<file path="config.mk">
export PLATFORM = sky130hd
export DESIGN_NAME = gnc_ctrl_flat
export DESIGN_NICKNAME = d
export VERILOG_FILES = /design/src/hw/rtl/gnc_pkg.sv /design/src/hw/rtl/gnc_intf.sv /design/src/hw/rtl/gnc_ctrl.sv /design/src/flat_wrapper.sv
export SDC_FILE = /design/constraint.sdc
export NUM_CORES = 1
export LEC_CHECK = 0
export ABC_AREA = 1
export BUFFER_PORTS_ARGS = -buffer_cell sky130_fd_sc_hd__buf_2
export CELL_PAD_IN_SITES_DETAIL_PLACEMENT = 1
export CELL_PAD_IN_SITES_GLOBAL_PLACEMENT = 2
export CORE_MARGIN = 2
export CORE_UTILIZATION = 36
export CTS_CLUSTER_DIAMETER = 200
export DETAILED_ROUTE_END_ITERATION = 8
export HOLD_SLACK_MARGIN = 0.12
export PLACE_DENSITY = 0.8
export SKIP_CTS_REPAIR_TIMING = 1
export SLEW_MARGIN = 20
export SYNTH_ARGS = -nofsm -noshare
export SYNTH_HDL_FRONTEND = slang
export SYNTH_SLANG_ARGS = --single-unit
</file>
<file path="constraint.sdc">
create_clock -name clk_i -period 3.42 [get_ports clk_i]
set_clock_uncertainty 0.2 [all_clocks]
set_input_delay 0.342 -clock clk_i [delete_from_list [all_inputs] [get_ports clk_i]]
set_output_delay 0.342 -clock clk_i [all_outputs]
set_load 0.02 [all_outputs]
</file>
<file path="src/hw/rtl/gnc_pkg.sv">
// Shared constants, types and codes of the grid neighbor counter.
`timescale 1ns / 1ps

package gnc_pkg;

  // Storage geometry.
  localparam int MAX_COLS   = 64;
  localparam int MAX_ROWS   = 64;
  localparam int MAX_EXTENT = 7;

  localparam int DEPTH  = MAX_COLS * MAX_ROWS;
  localparam int ADDR_W = (DEPTH > 1) ? $clog2(DEPTH) : 1;

  // Field widths.
  localparam int CMD_W     = 3;
  localparam int COL_W     = 6;
  localparam int ROW_W     = 6;
  localparam int EXT_W     = 3;
  localparam int CNT_W     = 8;
  localparam int SIZE_W    = 7;
  localparam int CFG_IDX_W = 2;

  localparam int GRID_SIZE_RESET = 64;

  // Coordinate arithmetic: wide enough for raw sizes, col + extent and limits.
  localparam int CRD_W = $clog2((2 ** SIZE_W) + (2 ** COL_W) + (2 ** ROW_W)
                                + MAX_EXTENT + MAX_COLS + MAX_ROWS);

  typedef logic [CRD_W-1:0] crd_t;

  typedef enum logic [CMD_W-1:0] {
    CMD_WR_CUR = 3'd0,
    CMD_WR_WRK = 3'd1,
    CMD_SWAP   = 3'd2,
    CMD_RD_CUR = 3'd3,
    CMD_COUNT  = 3'd4
  } cmd_e;

  typedef enum logic [CFG_IDX_W-1:0] {
    REG_GRID_WIDTH  = 2'd0,
    REG_GRID_HEIGHT = 2'd1
  } cfg_idx_e;

  typedef enum logic [2:0] {
    ST_CLEAR,
    ST_IDLE,
    ST_READ,
    ST_COUNT,
    ST_DRAIN,
    ST_DONE
  } state_e;

  // Effective grid size after clamping.
  typedef struct packed {
    crd_t cols;
    crd_t rows;
  } grid_size_t;

  // One request to both plane memories; read and write share the address.
  typedef struct packed {
    logic              we_a;
    logic              we_b;
    logic [ADDR_W-1:0] addr;
    logic              wdata;
  } mem_req_t;

endpackage

</file>
<file path="src/hw/rtl/gnc_intf.sv">
// Handshake channels of the grid neighbor counter: command, result and config.
`timescale 1ns / 1ps

interface gnc_in_if;
  logic                        valid;
  logic                        ready;
  logic [gnc_pkg::CMD_W-1:0]   command;
  logic [gnc_pkg::COL_W-1:0]   col;
  logic [gnc_pkg::ROW_W-1:0]   row;
  logic                        tile_value;
  logic [gnc_pkg::EXT_W-1:0]   extent;

  modport source (output valid, command, col, row, tile_value, extent, input ready);
  modport sink   (input valid, command, col, row, tile_value, extent, output ready);
endinterface

interface gnc_out_if;
  logic                        valid;
  logic                        ready;
  logic                        read_tile;
  logic [gnc_pkg::CNT_W-1:0]   neighbor_count;

  modport source (output valid, read_tile, neighbor_count, input ready);
  modport sink   (input valid, read_tile, neighbor_count, output ready);
endinterface


</file>
<file path="src/hw/rtl/gnc_ctrl.sv">
// Command sequencer: plane clear, tile access and window scan over the planes.
`timescale 1ns / 1ps

module gnc_ctrl (
  input  logic                clk_i,
  input  logic                rst_ni,
  gnc_in_if.sink              in_i,
  gnc_out_if.source           out_o,
  input  gnc_pkg::grid_size_t size_i,
  output gnc_pkg::mem_req_t   mem_req_o,
  input  logic                rd_a_i,
  input  logic                rd_b_i
);
  import gnc_pkg::*;

  state_e state_q, state_d;

  logic [ADDR_W-1:0] clr_q;
  logic              sel_q;
  crd_t              col_q, row_q, lo_c_q, hi_c_q, hi_r_q, c_q, r_q;
  logic              tv_q, inr_q, pend_q, res_tile_q;
  logic [CNT_W-1:0]  cnt_q;
  logic              out_valid_q, out_tile_q;
  logic [CNT_W-1:0]  out_cnt_q;

  logic in_acc, load_out, rd_bit, last_cell, centre, hit;
  crd_t col_x, row_x, ext_x, lo_c, hi_c, lo_r, hi_r;
  logic in_range, empty, wr_cmd, to_a;

  function automatic logic [ADDR_W-1:0] addr_of(crd_t c, crd_t r);
    return ADDR_W'(32'(r) * MAX_COLS + 32'(c));
  endfunction

  // Window bounds, clipped to the grid.
  always_comb begin
    col_x = crd_t'(in_i.col);
    row_x = crd_t'(in_i.row);
    ext_x = (crd_t'(in_i.extent) > crd_t'(MAX_EXTENT)) ? crd_t'(MAX_EXTENT)
                                                       : crd_t'(in_i.extent);
    lo_c  = (col_x > ext_x) ? col_x - ext_x : '0;
    lo_r  = (row_x > ext_x) ? row_x - ext_x : '0;
    hi_c  = (col_x + ext_x < size_i.cols - 1'b1) ? col_x + ext_x : size_i.cols - 1'b1;
    hi_r  = (row_x + ext_x < size_i.rows - 1'b1) ? row_x + ext_x : size_i.rows - 1'b1;
    empty = (lo_c > hi_c) || (lo_r > hi_r);
    in_range = (col_x < size_i.cols) && (row_x < size_i.rows);
  end

  assign in_acc    = in_i.valid && in_i.ready;
  assign rd_bit    = sel_q ? rd_b_i : rd_a_i;
  assign last_cell = (c_q == hi_c_q) && (r_q == hi_r_q);
  assign centre    = (c_q == col_q) && (r_q == row_q);
  assign hit       = pend_q && (rd_bit == tv_q) && (cnt_q != '1);

  // Next state.
  always_comb begin
    state_d = state_q;
    case (state_q)
      ST_CLEAR: begin
        if (clr_q == ADDR_W'(DEPTH - 1)) state_d = ST_IDLE;
      end
      ST_IDLE: begin
        if (in_acc) begin
          case (in_i.command)
            CMD_RD_CUR: state_d = ST_READ;
            CMD_COUNT:  state_d = empty ? ST_DONE : ST_COUNT;
            default:    state_d = ST_IDLE;
          endcase
        end
      end
      ST_READ:  state_d = ST_DONE;
      ST_COUNT: begin
        if (last_cell) state_d = ST_DRAIN;
      end
      ST_DRAIN: state_d = ST_DONE;
      ST_DONE: begin
        if (load_out) state_d = ST_IDLE;
      end
      default:  state_d = ST_CLEAR;
    endcase
  end

  // Outputs: handshake and memory request.
  always_comb begin
    in_i.ready = (state_q == ST_IDLE);
    load_out   = (state_q == ST_DONE) && (!out_valid_q || out_o.ready);
    wr_cmd     = in_acc && in_range
                 && ((in_i.command == CMD_WR_CUR) || (in_i.command == CMD_WR_WRK));
    // current plane is a when sel is clear; working plane is the other one
    to_a       = (in_i.command == CMD_WR_CUR) ^ sel_q;
    mem_req_o  = '0;
    mem_req_o.addr = addr_of(c_q, r_q);
    case (state_q)
      ST_CLEAR: begin
        mem_req_o.we_a = 1'b1;
        mem_req_o.we_b = 1'b1;
        mem_req_o.addr = clr_q;
      end
      ST_IDLE: begin
        mem_req_o.addr  = addr_of(col_x, row_x);
        mem_req_o.we_a  = wr_cmd && to_a;
        mem_req_o.we_b  = wr_cmd && !to_a;
        mem_req_o.wdata = in_i.tile_value;
      end
      default: ;
    endcase
  end

  // Control registers.
  always_ff @(posedge clk_i or negedge rst_ni) begin
    if (!rst_ni) begin
      state_q     <= ST_CLEAR;
      clr_q       <= '0;
      sel_q       <= 1'b0;
      pend_q      <= 1'b0;
      out_valid_q <= 1'b0;
    end else begin
      state_q <= state_d;
      if (state_q == ST_CLEAR) clr_q <= clr_q + 1'b1;
      if (in_acc && (in_i.command == CMD_SWAP)) sel_q <= !sel_q;
      // pend marks that the word now on the read port is a window cell other than the centre
      if (state_q == ST_COUNT) pend_q <= !centre;
      else                     pend_q <= 1'b0;
      if (load_out)          out_valid_q <= 1'b1;
      else if (out_o.ready)  out_valid_q <= 1'b0;
    end
  end

  // Datapath registers.
  always_ff @(posedge clk_i) begin
    case (state_q)
      ST_IDLE: begin
        col_q      <= col_x;
        row_q      <= row_x;
        tv_q       <= in_i.tile_value;
        inr_q      <= in_range;
        lo_c_q     <= lo_c;
        hi_c_q     <= hi_c;
        hi_r_q     <= hi_r;
        c_q        <= lo_c;
        r_q        <= lo_r;
        cnt_q      <= '0;
        res_tile_q <= 1'b0;
      end
      ST_READ: begin
        res_tile_q <= inr_q && rd_bit;
      end
      ST_COUNT: begin
        if (hit) cnt_q <= cnt_q + 1'b1;
        if (c_q == hi_c_q) begin
          c_q <= lo_c_q;
          r_q <= r_q + 1'b1;
        end else begin
          c_q <= c_q + 1'b1;
        end
      end
      ST_DRAIN: begin
        if (hit) cnt_q <= cnt_q + 1'b1;
      end
      default: ;
    endcase
    if (load_out) begin
      out_tile_q <= res_tile_q;
      out_cnt_q  <= cnt_q;
    end
  end

  assign out_o.valid          = out_valid_q;
  assign out_o.read_tile      = out_tile_q;
  assign out_o.neighbor_count = out_cnt_q;

  a_scan_in_window: assert property (@(posedge clk_i) disable iff (!rst_ni)
    (state_q == ST_COUNT) |-> (c_q >= lo_c_q && c_q <= hi_c_q && r_q <= hi_r_q))
    else $error("scan position left the window");

  a_dual_write_clear: assert property (@(posedge clk_i) disable iff (!rst_ni)
    (mem_req_o.we_a && mem_req_o.we_b) |-> (state_q == ST_CLEAR))
    else $error("both planes written outside the clear pass");

  a_swap_toggles: assert property (@(posedge clk_i) disable iff (!rst_ni)
    (in_acc && in_i.command == CMD_SWAP) |=> (sel_q != $past(sel_q)))
    else $error("swap did not change the current plane");

  a_count_bound: assert property (@(posedge clk_i) disable iff (!rst_ni)
    load_out |-> (cnt_q <= CNT_W'(((2 * MAX_EXTENT + 1) ** 2) - 1)))
    else $error("count above window size");

endmodule

</file>
<file path="src/flat_wrapper.sv">
// flat-port wrapper written by rule: the top's interface ports become plain ports
module gnc_ctrl_flat import gnc_pkg::*;
  (clk_i, rst_ni, size_i, mem_req_o, rd_a_i, rd_b_i, in_i_valid, in_i_command, in_i_col, in_i_row, in_i_tile_value, in_i_extent, in_i_ready, out_o_valid, out_o_read_tile, out_o_neighbor_count, out_o_ready);
  gnc_in_if in_i_i ();
  gnc_out_if out_o_i ();
  input  logic clk_i;
  input  logic rst_ni;
  input  gnc_pkg::grid_size_t size_i;
  output gnc_pkg::mem_req_t mem_req_o;
  input  logic rd_a_i;
  input  logic rd_b_i;
  input wire logic [$bits(in_i_i.valid)-1:0] in_i_valid;
  input wire logic [$bits(in_i_i.command)-1:0] in_i_command;
  input wire logic [$bits(in_i_i.col)-1:0] in_i_col;
  input wire logic [$bits(in_i_i.row)-1:0] in_i_row;
  input wire logic [$bits(in_i_i.tile_value)-1:0] in_i_tile_value;
  input wire logic [$bits(in_i_i.extent)-1:0] in_i_extent;
  output wire logic [$bits(in_i_i.ready)-1:0] in_i_ready;
  output wire logic [$bits(out_o_i.valid)-1:0] out_o_valid;
  output wire logic [$bits(out_o_i.read_tile)-1:0] out_o_read_tile;
  output wire logic [$bits(out_o_i.neighbor_count)-1:0] out_o_neighbor_count;
  input wire logic [$bits(out_o_i.ready)-1:0] out_o_ready;
  assign in_i_i.valid = in_i_valid;
  assign in_i_i.command = in_i_command;
  assign in_i_i.col = in_i_col;
  assign in_i_i.row = in_i_row;
  assign in_i_i.tile_value = in_i_tile_value;
  assign in_i_i.extent = in_i_extent;
  assign in_i_ready = in_i_i.ready;
  assign out_o_valid = out_o_i.valid;
  assign out_o_read_tile = out_o_i.read_tile;
  assign out_o_neighbor_count = out_o_i.neighbor_count;
  assign out_o_i.ready = out_o_ready;
  gnc_ctrl u_core (.clk_i(clk_i), .rst_ni(rst_ni), .in_i(in_i_i), .out_o(out_o_i), .size_i(size_i), .mem_req_o(mem_req_o), .rd_a_i(rd_a_i), .rd_b_i(rd_b_i));
endmodule
</file>
==> summary.txt, run 1 <==
Yosys
  • Post-synth cell types: 45
  • FFs w/ async S/R, synth: 19.4%
  • Post-synth top area cell: edfxtp_1
  • Avg Cell Area, Syn: 7.79 µm²
  • Yosys reg bits: 93
  • Cells after Synth: 943
  • Seq/Total Area, Yosys: 36.8%
  • Post-synth EDFFs: 75
  • Cell Area, Synth: 7340 µm²
  • Top cells by area, synth: edfxtp_1, nand2_1, ha_1
  • Area share of the largest cell type after synthesis: 30.7%
  • Dominant synthesized flop cell: edfxtp_1
  • Yosys warns: 0

Final layout
  • Inserted Diodes: 0
  • Final Non-Filler Cells: 1395
  • Area Overhead vs Synth: 29.8%
  • Layout cell share with drive strength beyond 1: 23.8%
  • Post-layout nets: 1229

Setup path
  • CP Data Required Time: 3.47 ns
  • CP startpoint kind: primary input
  • Critical path depth: 27
  • Setup crit end kind: register
  • Largest delay share family, worst path: simple AND/OR/NAND/NOR gates
  • CP Max Fanout: 4
  • Setup CP Type: in2reg
  • Max stage delay cell, worst path: fa_2
  • CP peak stage delay: 0.39 ns
  • Worst R2R Path Depth: 9
  • Most used cell, CP: nand2_1
  • CP Data Arrival Time: 3.55 ns
  • Worst R2R Setup Slack: 0.99 ns
  • WP buf/inv: 5

Clock tree
  • Clk sinks: 93
  • Worst skew pair latency: 0.36 ns
  • CTS tree: built
  • Cts bufs inserted: 9
  • CTS root buffer: clkbuf_16
  • CTS Buffer Depth: 2
  • H-tree depth: 3
  • Clock-pin slew on the worst setup and hold paths: 0.07 ns

Hold path
  • WHS Path Cells: 3
  • HP Class: in2reg

Place
  • Dpl ws: -0.542 ns
  • Placed cells: 1362
  • GPL Wtd Cong: 0.817
  • HPWL after detailed placement: 17400 µm
  • Port bufs: 68

Die
  • Die Wd: 147 µm
  • Row Count: 52
  • Starting Density: 36.5%
  • Boundary pin count: 69
  • Die area: 21600 µm²
  • Core area: 20100 µm²
  • Die height: 147 µm

Run
  • Max Cap Viol: 0

GRT
  • First-pass GRT wire length: 34700 µm
  • Pin count of the biggest net entering global routing: 33
  • GRT Overall Usage: 20.1%
  • Vias in the first global route: 6769
  • Initial antenna violation count: 0
  • Total congestion overflow: 0

STA
  • Fin crit period: 3.50 ns
  • Final Setup Violations: 2
  • Worst-Margin Slew: 0.661 ns
  • Worst slew margin: 55.8%
  • Final slew viol count: 0
  • Final worst slack: -0.0796 ns
  • Sum Neg Setup Slack: -0.139 ns
  • RSZ-0062 raised after global routing: true
  • Tcrit/Tclk final: 102%
  • Hold Violations, Final: 0
  • Fmax: 286 MHz

Power
  • P_leak: 4.61 nW
  • Ratio of total power to cell area: 659 nW/µm²
  • Worst IR Drop VDD: 0.247 mV

Route
  • Post-detailed-route DRC marker count: 0
  • Met2 WL post-DR: 10700 µm
  • First drt pass iteration count: 4
  • Post-Route WL: 22200 µm
  • Final ANT Viol Nets: 0
  • Metal3 WL: 568 µm
  • Vias post-DR: 6800
  • Via density: 4.87
  • Top Layer Used: met4
  • Avg WL per Cell: 15.9 µm
  • WL met1: 10800 µm
  • DR iter-0 viols: 254

Run status
  • Failing checks: negative setup slack
  • Status: finished, violations left
==> cells by family (layout without fill, tap and decap cells) <==
logic type                 Yosys count  count (layout)  synth area share [%]
xor gates and xnor gates            54              54                  6.44
other                                2               8                 0.102
DFF                                 93              93                  36.8
adders and majority gates           66              66                  11.8
buffers and inverters              172             346                  9.18
and+or+nand+nor                    447             449                  27.1
muxes                                1               1                 0.136
AOI/OAI and AO/OA                  108             108                  8.47
==> routing by layer <==
metal / vias to the layer above / global-route usage, %
met1: 3223 / 28.4
met2: 99 / 33.8
met4: 0 / 3.64
met5: - / 0
met3: 16 / 2.08
li1: 3462 / -
==> state kept, by name, summed over array words and instances (netlist names), 7 cells and up <==
register / flops
u_core.c_q: 9
u_core.clr_q: 12
u_core.cnt_q: 8
u_core.hi_c_q: 9
u_core.hi_r_q: 9
u_core.lo_c_q: 7
u_core.out_o.neighbor_count: 8
u_core.r_q: 9
==> synth_stat cells (6+ instances only) <==
cell type    n
o21ai_0     34
nand4_1     38
xnor2_1     19
xor2_1      35
a21oi_1     35
nor2_1      76
dfrtp_1     18
inv_1      148
edfxtp_1    75
o211ai_1     9
ha_1        61
nand2_1    247
nand3_1     39
nor3_1      17
a31oi_1      6
buf_2       10
==> placed cells by master, fill, tap and decap left out, drive strengths merged <==
cell and n:
a211o 1, a21o 4, a21oi 35, a221o 1, a31oi 6, buf 172, bufinv 2, clkbuf 11
clkinv 2, clkinvlp 2, conb 8, dfrtp 18, dlygate4sd3 4, edfxtp 75, fa 5, ha 61
inv 153, mux2i 1, nand2 249, nand3 44, nand3b 3, nand4 41, nor2 82, nor3 17
nor3b 4, nor4 4, o211ai 9, o21ai 41, o221ai 3, o22ai 5, o31ai 3, or2 5
xnor2 19, xor2 35
==> through the flow <==
step / cell area (µm²) / power (W) / hold WS (ns) / util [%]
3_5_place_dp: 8710 / 0.00508 / 0.116 / 43.3
6_report: 9530 / 0.00628 / 0.0998 / 47.4
5_1_grt: 9530 / 0.00676 / 0.123 / 47.4
3_3_place_gp: 8710 / 0.00500 / 0.111 / 43.3
4_1_cts: 9040 / 0.00623 / -0.261 / 45.0
2_1_floorplan: 7440 / 0.00401 / -0.154 / -
==> final timing paths <==
check                                            startpoint                               end
min in group asynchronous                            rst_ni      u_core.clr_q[10]$_DFFE_PN0N_
worst min register to register  u_core.res_tile_q$_DFFE_PP_  u_core.out_o.read_tile$_DFFE_PP_
max in group asynchronous                            rst_ni       u_core.clr_q[7]$_DFFE_PN0N_
worst max-delay path                         in_i_extent[0]     u_core.state_q[2]$_DFFE_PN0P_
worst min-delay path                        in_i_command[0]          u_core.sel_q$_DFFE_PN0P_
worst max register to register      u_core.c_q[0]$_DFFE_PP_           u_core.r_q[1]$_DFFE_PP_
==> area by class of cell <==
class / instances / area (µm²)
Inverter: 152 / 573
Clock inverter: 7 / 104
Sequential cell: 93 / 2700
Tap cell: 270 / 338
Fill cell: 2491 / 10600
Clock buffer: 9 / 225
Timing Repair Buffer: 178 / 1250
Multi-Input combinational cell: 686 / 4340
==> tightest hold or removal path, delay by kind of cell <==
| kind | cells | cell delay, ns |
|---|---|---|
| buffers and inverters | 1 | 0.10 |
| AND/OR/NAND/NOR | 1 | 0.06 |
| XOR/XNOR | 1 | 0.11 |
==> report_power, final <==
| group | leakage [nW] | internal, W | switching (W) |
|---|---|---|---|
| sequential | 0.979 | 0.00186 | 0.000421 |
| clock | 0.155 | 0.000651 | 0.000466 |
| combinational | 3.48 | 0.00104 | 0.00185 |
Note: power is estimated with default switching activity, not from simulation.
==> inputs of run 2 (changes only) <==
CELL_PAD_IN_SITES_DETAIL_PLACEMENT = not set   (was 1)
CELL_PAD_IN_SITES_GLOBAL_PLACEMENT = not set   (was 2)
CORE_UTILIZATION = 61   (was 36)
PLACE_DENSITY = 0.81   (was 0.8)
==> run 2 against run 1 <==
Against the previous run:
- critical path depth grew 2
- worst hold slack better by 0.023 ns
- total power fell by 3.3%
- largest cell class unchanged
- register-to-register slack improved by 0.02 ns
- global-route usage up 7.9 points
- flip-flop and latch count is the same
- sequential share of layout area increased by 0.74 points
- largest power group unchanged
- the run still ends with negative setup slack left
==> summary.txt, run 2 (synthesized netlist as in run 1, its figures left out) <==
STA
  • Sum Neg Setup Slack: -0.502 ns (-0.363 ns)
  • Final worst slack: -0.265 ns (-0.186 ns)
  • Hold Violations, Final: 0 (unchanged)
  • Worst slew margin: 55.3% (-0.50 points)
  • Final Setup Violations: 2 (unchanged)
  • Final slew viol count: 0 (unchanged)
  • Fin crit period: 3.69 ns (+0.186 ns)
  • RSZ-0062 raised after global routing: true
  • Hold slack final: 0.122 ns (+0.0225 ns)
  • Tcrit/Tclk final: 108% (+5.4 points)
  • Fmax: 271 MHz (-5.0%)
  • Worst-Margin Slew: 0.668 ns (+0.00752 ns)

Run status
  • Failing checks: negative setup slack
  • Status: finished, violations left

Final layout
  • Most common cell after layout, fill and taps aside: nand2_1
  • Max reg flops: 12 (unchanged)
  • Inserted Diodes: 0 (unchanged)
  • Fill count: 797 (-68%)
  • Layout cell share with drive strength beyond 1: 23.1% (-0.75 points)
  • Area Overhead vs Synth: 26.5%
  • FF/Latch Area: 2700 µm² (unchanged)
  • Top reg by flops: u_core.clr_q
  • Post-layout nets: 1222 (-0.57%)
  • Most frequent cells in the layout: nand2_1, inv_1, buf_4
  • Multi-input logic area: 4380 µm² (+0.81%)

Die
  • Starting Density: 61.9% (+25 points)
  • Die area: 12900 µm² (-40%)
  • Die Wd: 114 µm (-23%)
  • Boundary pin count: 69 (unchanged)
  • Die height: 114 µm (-23%)
  • Row Count: 40 (-23%)
  • Core area: 11900 µm² (-41%)

Route
  • Final ANT Viol Nets: 0 (unchanged)
  • DR iter-0 viols: 707 (+180%)
  • Post-Route WL: 20200 µm (-9.0%)
  • Via density: 5.70 (+17%)
  • Post-detailed-route DRC marker count: 0 (unchanged)
  • First drt pass iteration count: 6 (+2)
  • Avg WL per Cell: 15.9 µm (+0.30%)
  • Vias post-DR: 7208 (+6.0%)

Setup path
  • Setup crit end kind: register
  • CP Max Fanout: 7 (+3)
  • CP Data Arrival Time: 3.74 ns (+0.19 ns)
  • Most used cell, CP: nand2_1
  • CP peak stage delay: 0.30 ns (-0.09 ns)
  • Max stage delay cell, worst path: ha_1
  • CP Data Required Time: 3.47 ns (about the same)
  • Setup CP Type: in2reg
  • CP startpoint kind: primary input

Hold path
  • HP Class: in2reg

GRT
  • Busiest layer in global routing: met2
  • Met3 Use GR: 5.10% (+3.0 points)
  • Initial antenna violation count: 0 (unchanged)
  • Pin count of the biggest net entering global routing: 49 (+48%)
  • GRT Overall Usage: 28.0% (+7.9 points)
  • First-pass GRT wire length: 28800 µm (-17%)
  • Met2 usage in global routing: 46.9% (+13 points)
  • Total congestion overflow: 0 (unchanged)
  • Vias in the first global route: 6186 (-8.6%)
  • Met1 Use GR: 37.2% (+8.9 points)

Clock tree
  • Clock-pin slew on the worst setup and hold paths: 0.07 ns (about the same)
  • Clk sinks: 93 (unchanged)
  • CTS root buffer: clkbuf_16
  • CTS tree: built
  • Worst skew pair latency: 0.35 ns (about the same)
  • H-tree depth: 3 (unchanged)
  • Cts bufs inserted: 9 (unchanged)
  • CTS Buffer Depth: 2 (unchanged)

Place
  • HPWL after detailed placement: 13600 µm (-22%)
  • Port bufs: 68 (unchanged)
  • GPL Wtd Cong: 0.940 (+15%)

Power
  • Worst IR Drop VDD: 0.364 mV (+47%)
  • P_leak: 4.56 nW (-1.1%)
  • Ratio of total power to cell area: 653 nW/µm² (-0.81%)

Run
  • Max Cap Viol: 0 (unchanged)
run 2: per-layer routing:
metal | part of all wire [%] | up-vias
li1 | - | 3462
met1 | 40 | 3294
met2 | 48 | 385
met3 | 8.7 | 67
met4 | 3.5 | 0
met5 | 0 | -
run 2: area by class of cell:
type                            instances  share of cell area [%]
Inverter                              152                    6.17
Sequential cell                        93                    29.1
Tap cell                              147                    1.98
Multi-Input combinational cell        688                    47.1
Clock buffer                            9                    2.42
Clock inverter                          7                   0.674
Timing Repair Buffer                  169                    12.5
run 2: power breakdown:
part           total (W)  internal (W)  switching, W
clock           0.000973      0.000511      0.000462
combinational    0.00284       0.00102       0.00182
sequential       0.00225       0.00186      0.000394
total            0.00607       0.00339       0.00268
run 2: final timing paths:
kind	start	to	slack [ns]	cells past startpoint
setup / recovery	in_i_extent[1]	u_core.state_q[2]$_DFFE_PN0P_	-0.27	29
hold / removal	in_i_command[0]	u_core.sel_q$_DFFE_PN0P_	0.12	3
setup reg to reg	u_core.state_q[2]$_DFFE_PN0P_	u_core.clr_q[11]$_DFFE_PN0N_	1.01	7
hold reg to reg	u_core.res_tile_q$_DFFE_PP_	u_core.out_o.read_tile$_DFFE_PP_	0.25	0
max in group asynchronous	rst_ni	u_core.clr_q[4]$_DFFE_PN0N_	2.48	2
min in group asynchronous	rst_ni	u_core.state_q[0]$_DFFE_PN0P_	0.25	2
run 2: worst max-delay path, delay by kind of cell:
| family | cells | cell delay (ns) |
|---|---|---|
| adder cells (fa/ha/maj) | 3 | 0.83 |
| AND/OR/NAND/NOR | 20 | 2.01 |
| buffers and inverters | 6 | 0.53 |
run 2: metrics by stage:
step | std cells | utilization (%) | power [W] | instance area [µm²] | worst slack [ns]
floorplan | 949 | - | 0.00401 | 7440 | 0.00128
global placement | 1226 | 71.2 | 0.00479 | 8450 | -0.403
detailed placement | 1226 | 71.2 | 0.00488 | 8450 | -0.523
CTS | 1242 | 73.6 | 0.00587 | 8730 | -0.161
global route | 1265 | 78.3 | 0.00647 | 9290 | -0.360
finish | 1265 | 78.3 | 0.00607 | 9290 | -0.265
==> inputs of run 3 (changes only) <==
CTS_CLUSTER_DIAMETER = 30   (was 200)
MAX_ROUTING_LAYER = met4   (was not set)
==> run 3 against run 2 <==
Against the previous run:
- the flow still finishes with violations (negative setup slack)
- count of clock-buffer cells in the layout stayed put
- register-to-register slack got worse by 0.10 ns
- routed wire length down 8.7%
- worst hold slack got worse by 0.021 ns
- cell area decreased by 1.6%
- sequential power barely moved
- flip-flop and latch count did not move
- critical path type unchanged
- fmax increased by 4.9%
- via count is 5.0% lower
- setup slack improved by 0.17 ns
- largest cell class unchanged
==> summary.txt, run 3 (synthesized netlist as in run 1, its figures left out) <==
Die
  • Starting Density: 61.9% (unchanged)
  • Boundary pin count: 69 (unchanged)
  • Row Count: 40 (unchanged)
  • Die Wd: 114 µm (unchanged)
  • Die height: 114 µm (unchanged)
  • Core area: 11900 µm² (unchanged)
  • Die area: 12900 µm² (unchanged)

Clock tree
  • CTS root buffer: clkbuf_16
  • Clock-pin slew on the worst setup and hold paths: 0.07 ns (about the same)
  • H-tree depth: 3 (unchanged)
  • CTS tree: built
  • Clk sinks: 93 (unchanged)
  • Cts bufs inserted: 9 (unchanged)
  • Worst skew pair latency: 0.36 ns (about the same)
  • CTS Buffer Depth: 2 (unchanged)

GRT
  • Busiest layer in global routing: met2
  • GRT Overall Usage: 29.0% (+1.1 points)
  • Met1 Use GR: 37.5% (+0.24 points)
  • Vias in the first global route: 6366 (+2.9%)
  • First-pass GRT wire length: 29100 µm (+0.79%)
  • Pin count of the biggest net entering global routing: 49 (unchanged)
  • Initial antenna violation count: 0 (unchanged)
  • Total congestion overflow: 0 (unchanged)
  • Met2 usage in global routing: 47.6% (+0.72 points)
  • Met3 Use GR: 3.99% (-1.1 points)

STA
  • Hold slack final: 0.102 ns (-0.0205 ns)
  • Final slew viol count: 0 (unchanged)
  • Sum Neg Setup Slack: -0.183 ns (+0.319 ns)
  • Tcrit/Tclk final: 103% (-5.0 points)
  • Final worst slack: -0.0941 ns (+0.171 ns)
  • Final Setup Violations: 2 (unchanged)
  • Worst slew margin: 56.2% (+0.94 points)
  • RSZ-0062 raised after global routing: true
  • Fmax: 285 MHz (+4.9%)
  • Hold Violations, Final: 0 (unchanged)
  • Fin crit period: 3.51 ns (-0.171 ns)
  • Worst-Margin Slew: 0.654 ns (-0.0141 ns)

Place
  • GPL Wtd Cong: 0.887 (-5.7%)
  • Port bufs: 68 (unchanged)
  • Placed cells: 1225 (-0.082%)
  • Dpl ws: -0.493 ns (+0.0305 ns)
  • HPWL after detailed placement: 13800 µm (+1.3%)

Final layout
  • Most common cell after layout, fill and taps aside: nand2_1
  • Top reg by flops: u_core.clr_q
  • Inserted Diodes: 0 (unchanged)
  • Fill count: 839 (+5.3%)
  • Final Non-Filler Cells: 1259 (-0.47%)
  • Area Overhead vs Synth: 24.4%
  • Max reg flops: 12 (unchanged)
  • Most frequent cells in the layout: nand2_1, inv_1, buf_4
  • Layout cell share with drive strength beyond 1: 21.2% (-1.9 points)
  • Post-layout nets: 1216 (-0.49%)

Route
  • Via density: 5.44 (-4.6%)
  • DR iter-0 viols: 556 (-21%)
  • Final ANT Viol Nets: 0 (unchanged)
  • Avg WL per Cell: 14.6 µm (-8.3%)
  • Post-detailed-route DRC marker count: 0 (unchanged)
  • Vias post-DR: 6847 (-5.0%)
  • First drt pass iteration count: 5 (-1)
  • Post-Route WL: 18400 µm (-8.7%)

Setup path
  • CP peak stage delay: 0.34 ns (+0.04 ns)
  • CP Max Fanout: 6 (-1)
  • CP startpoint kind: primary input
  • Setup crit end kind: register
  • Max stage delay cell, worst path: ha_1
  • Setup CP Type: in2reg
  • Most used cell, CP: nand2_1
  • CP Data Arrival Time: 3.56 ns (-0.18 ns)
  • CP Data Required Time: 3.46 ns (about the same)

Power
  • Ratio of total power to cell area: 663 nW/µm² (+1.5%)
  • P_leak: 4.54 nW (-0.50%)
  • Worst IR Drop VDD: 0.391 mV (+7.5%)

Hold path
  • HP Class: in2reg

Run
  • Max Cap Viol: 0 (unchanged)

Run status
  • Failing checks: negative setup slack
  • Status: finished, violations left
-- run 3: cell count changes in the layout (fill, tap and decap cells not counted), moves of 2 or more --
cell,delta
nand2_1,+7
nand2_2,-7
ha_1,+6
ha_4,-5
inv_1,+5
inv_2,-5
buf_4,-3
inv_6,-3
buf_6,-2
nand3_2,+2
nor2_4,-2
o21ai_2,+2
-- run 3: critical path, delay by kind of cell --
| kind | cells | cell delay [ns] |
|---|---|---|
| compound gates | 2 | 0.38 |
| fa+ha+maj | 3 | 0.90 |
| buf+inv | 4 | 0.36 |
| simple gates | 16 | 1.58 |
-- run 3: cell type report --
| class | instances | area (µm²) | share of cell area, % |
|---|---|---|---|
| flip-flops and latches | 93 | 2700 | 29.6 |
| clock inverters | 7 | 80.1 | 0.876 |
| clock buffers | 9 | 225 | 2.47 |
| multi-input cells | 688 | 4260 | 46.6 |
| repair buffers | 163 | 1110 | 12.2 |
| inverters | 152 | 573 | 6.27 |
| well taps | 147 | 184 | 2.01 |
-- run 3: per-layer routing --
layer / wire length, µm / vias up
li1: - / 3444
met1: 7970 / 3118
met2: 8930 / 248
met3: 1110 / 37
met4: 408 / 0
met5: 0 / -
-- run 3: power by group --
group	total, W	switching (W)	internal (W)
Clock	0.00102	0.000441	0.000576
Sequential	0.00226	0.000405	0.00186
Combinational	0.00277	0.00178	0.000995
Total	0.00606	0.00262	0.00343
-- run 3: stage by stage --
stage               total power [W]  cell area (µm²)  util, %
floorplan                   0.00401             7440        -
global placement            0.00480             8440     71.1
detailed placement          0.00489             8440     71.1
CTS                         0.00594             8740     73.7
global route                0.00646             9140     77.0
finish                      0.00606             9140     77.0
-- run 3: path summary, 6_finish.rpt --
path,start,to,slack (ns),depth (start not counted)
worst max-delay path,in_i_extent[1],u_core.state_q[1]$_DFFE_PN0P_,-0.09,25
worst min register to register,u_core.cnt_q[3]$_SDFFCE_PP0P_,u_core.out_o.neighbor_count[3]$_DFFE_PP_,0.26,0
worst min-delay path,in_i_col[4],u_core.col_q[4]$_DFFE_PP_,0.10,1
max in group asynchronous,rst_ni,u_core.clr_q[5]$_DFFE_PN0N_,2.48,2
worst max register to register,u_core.state_q[2]$_DFFE_PN0P_,u_core.clr_q[11]$_DFFE_PN0N_,0.91,7
min in group asynchronous,rst_ni,u_core.state_q[1]$_DFFE_PN0P_,0.25,2
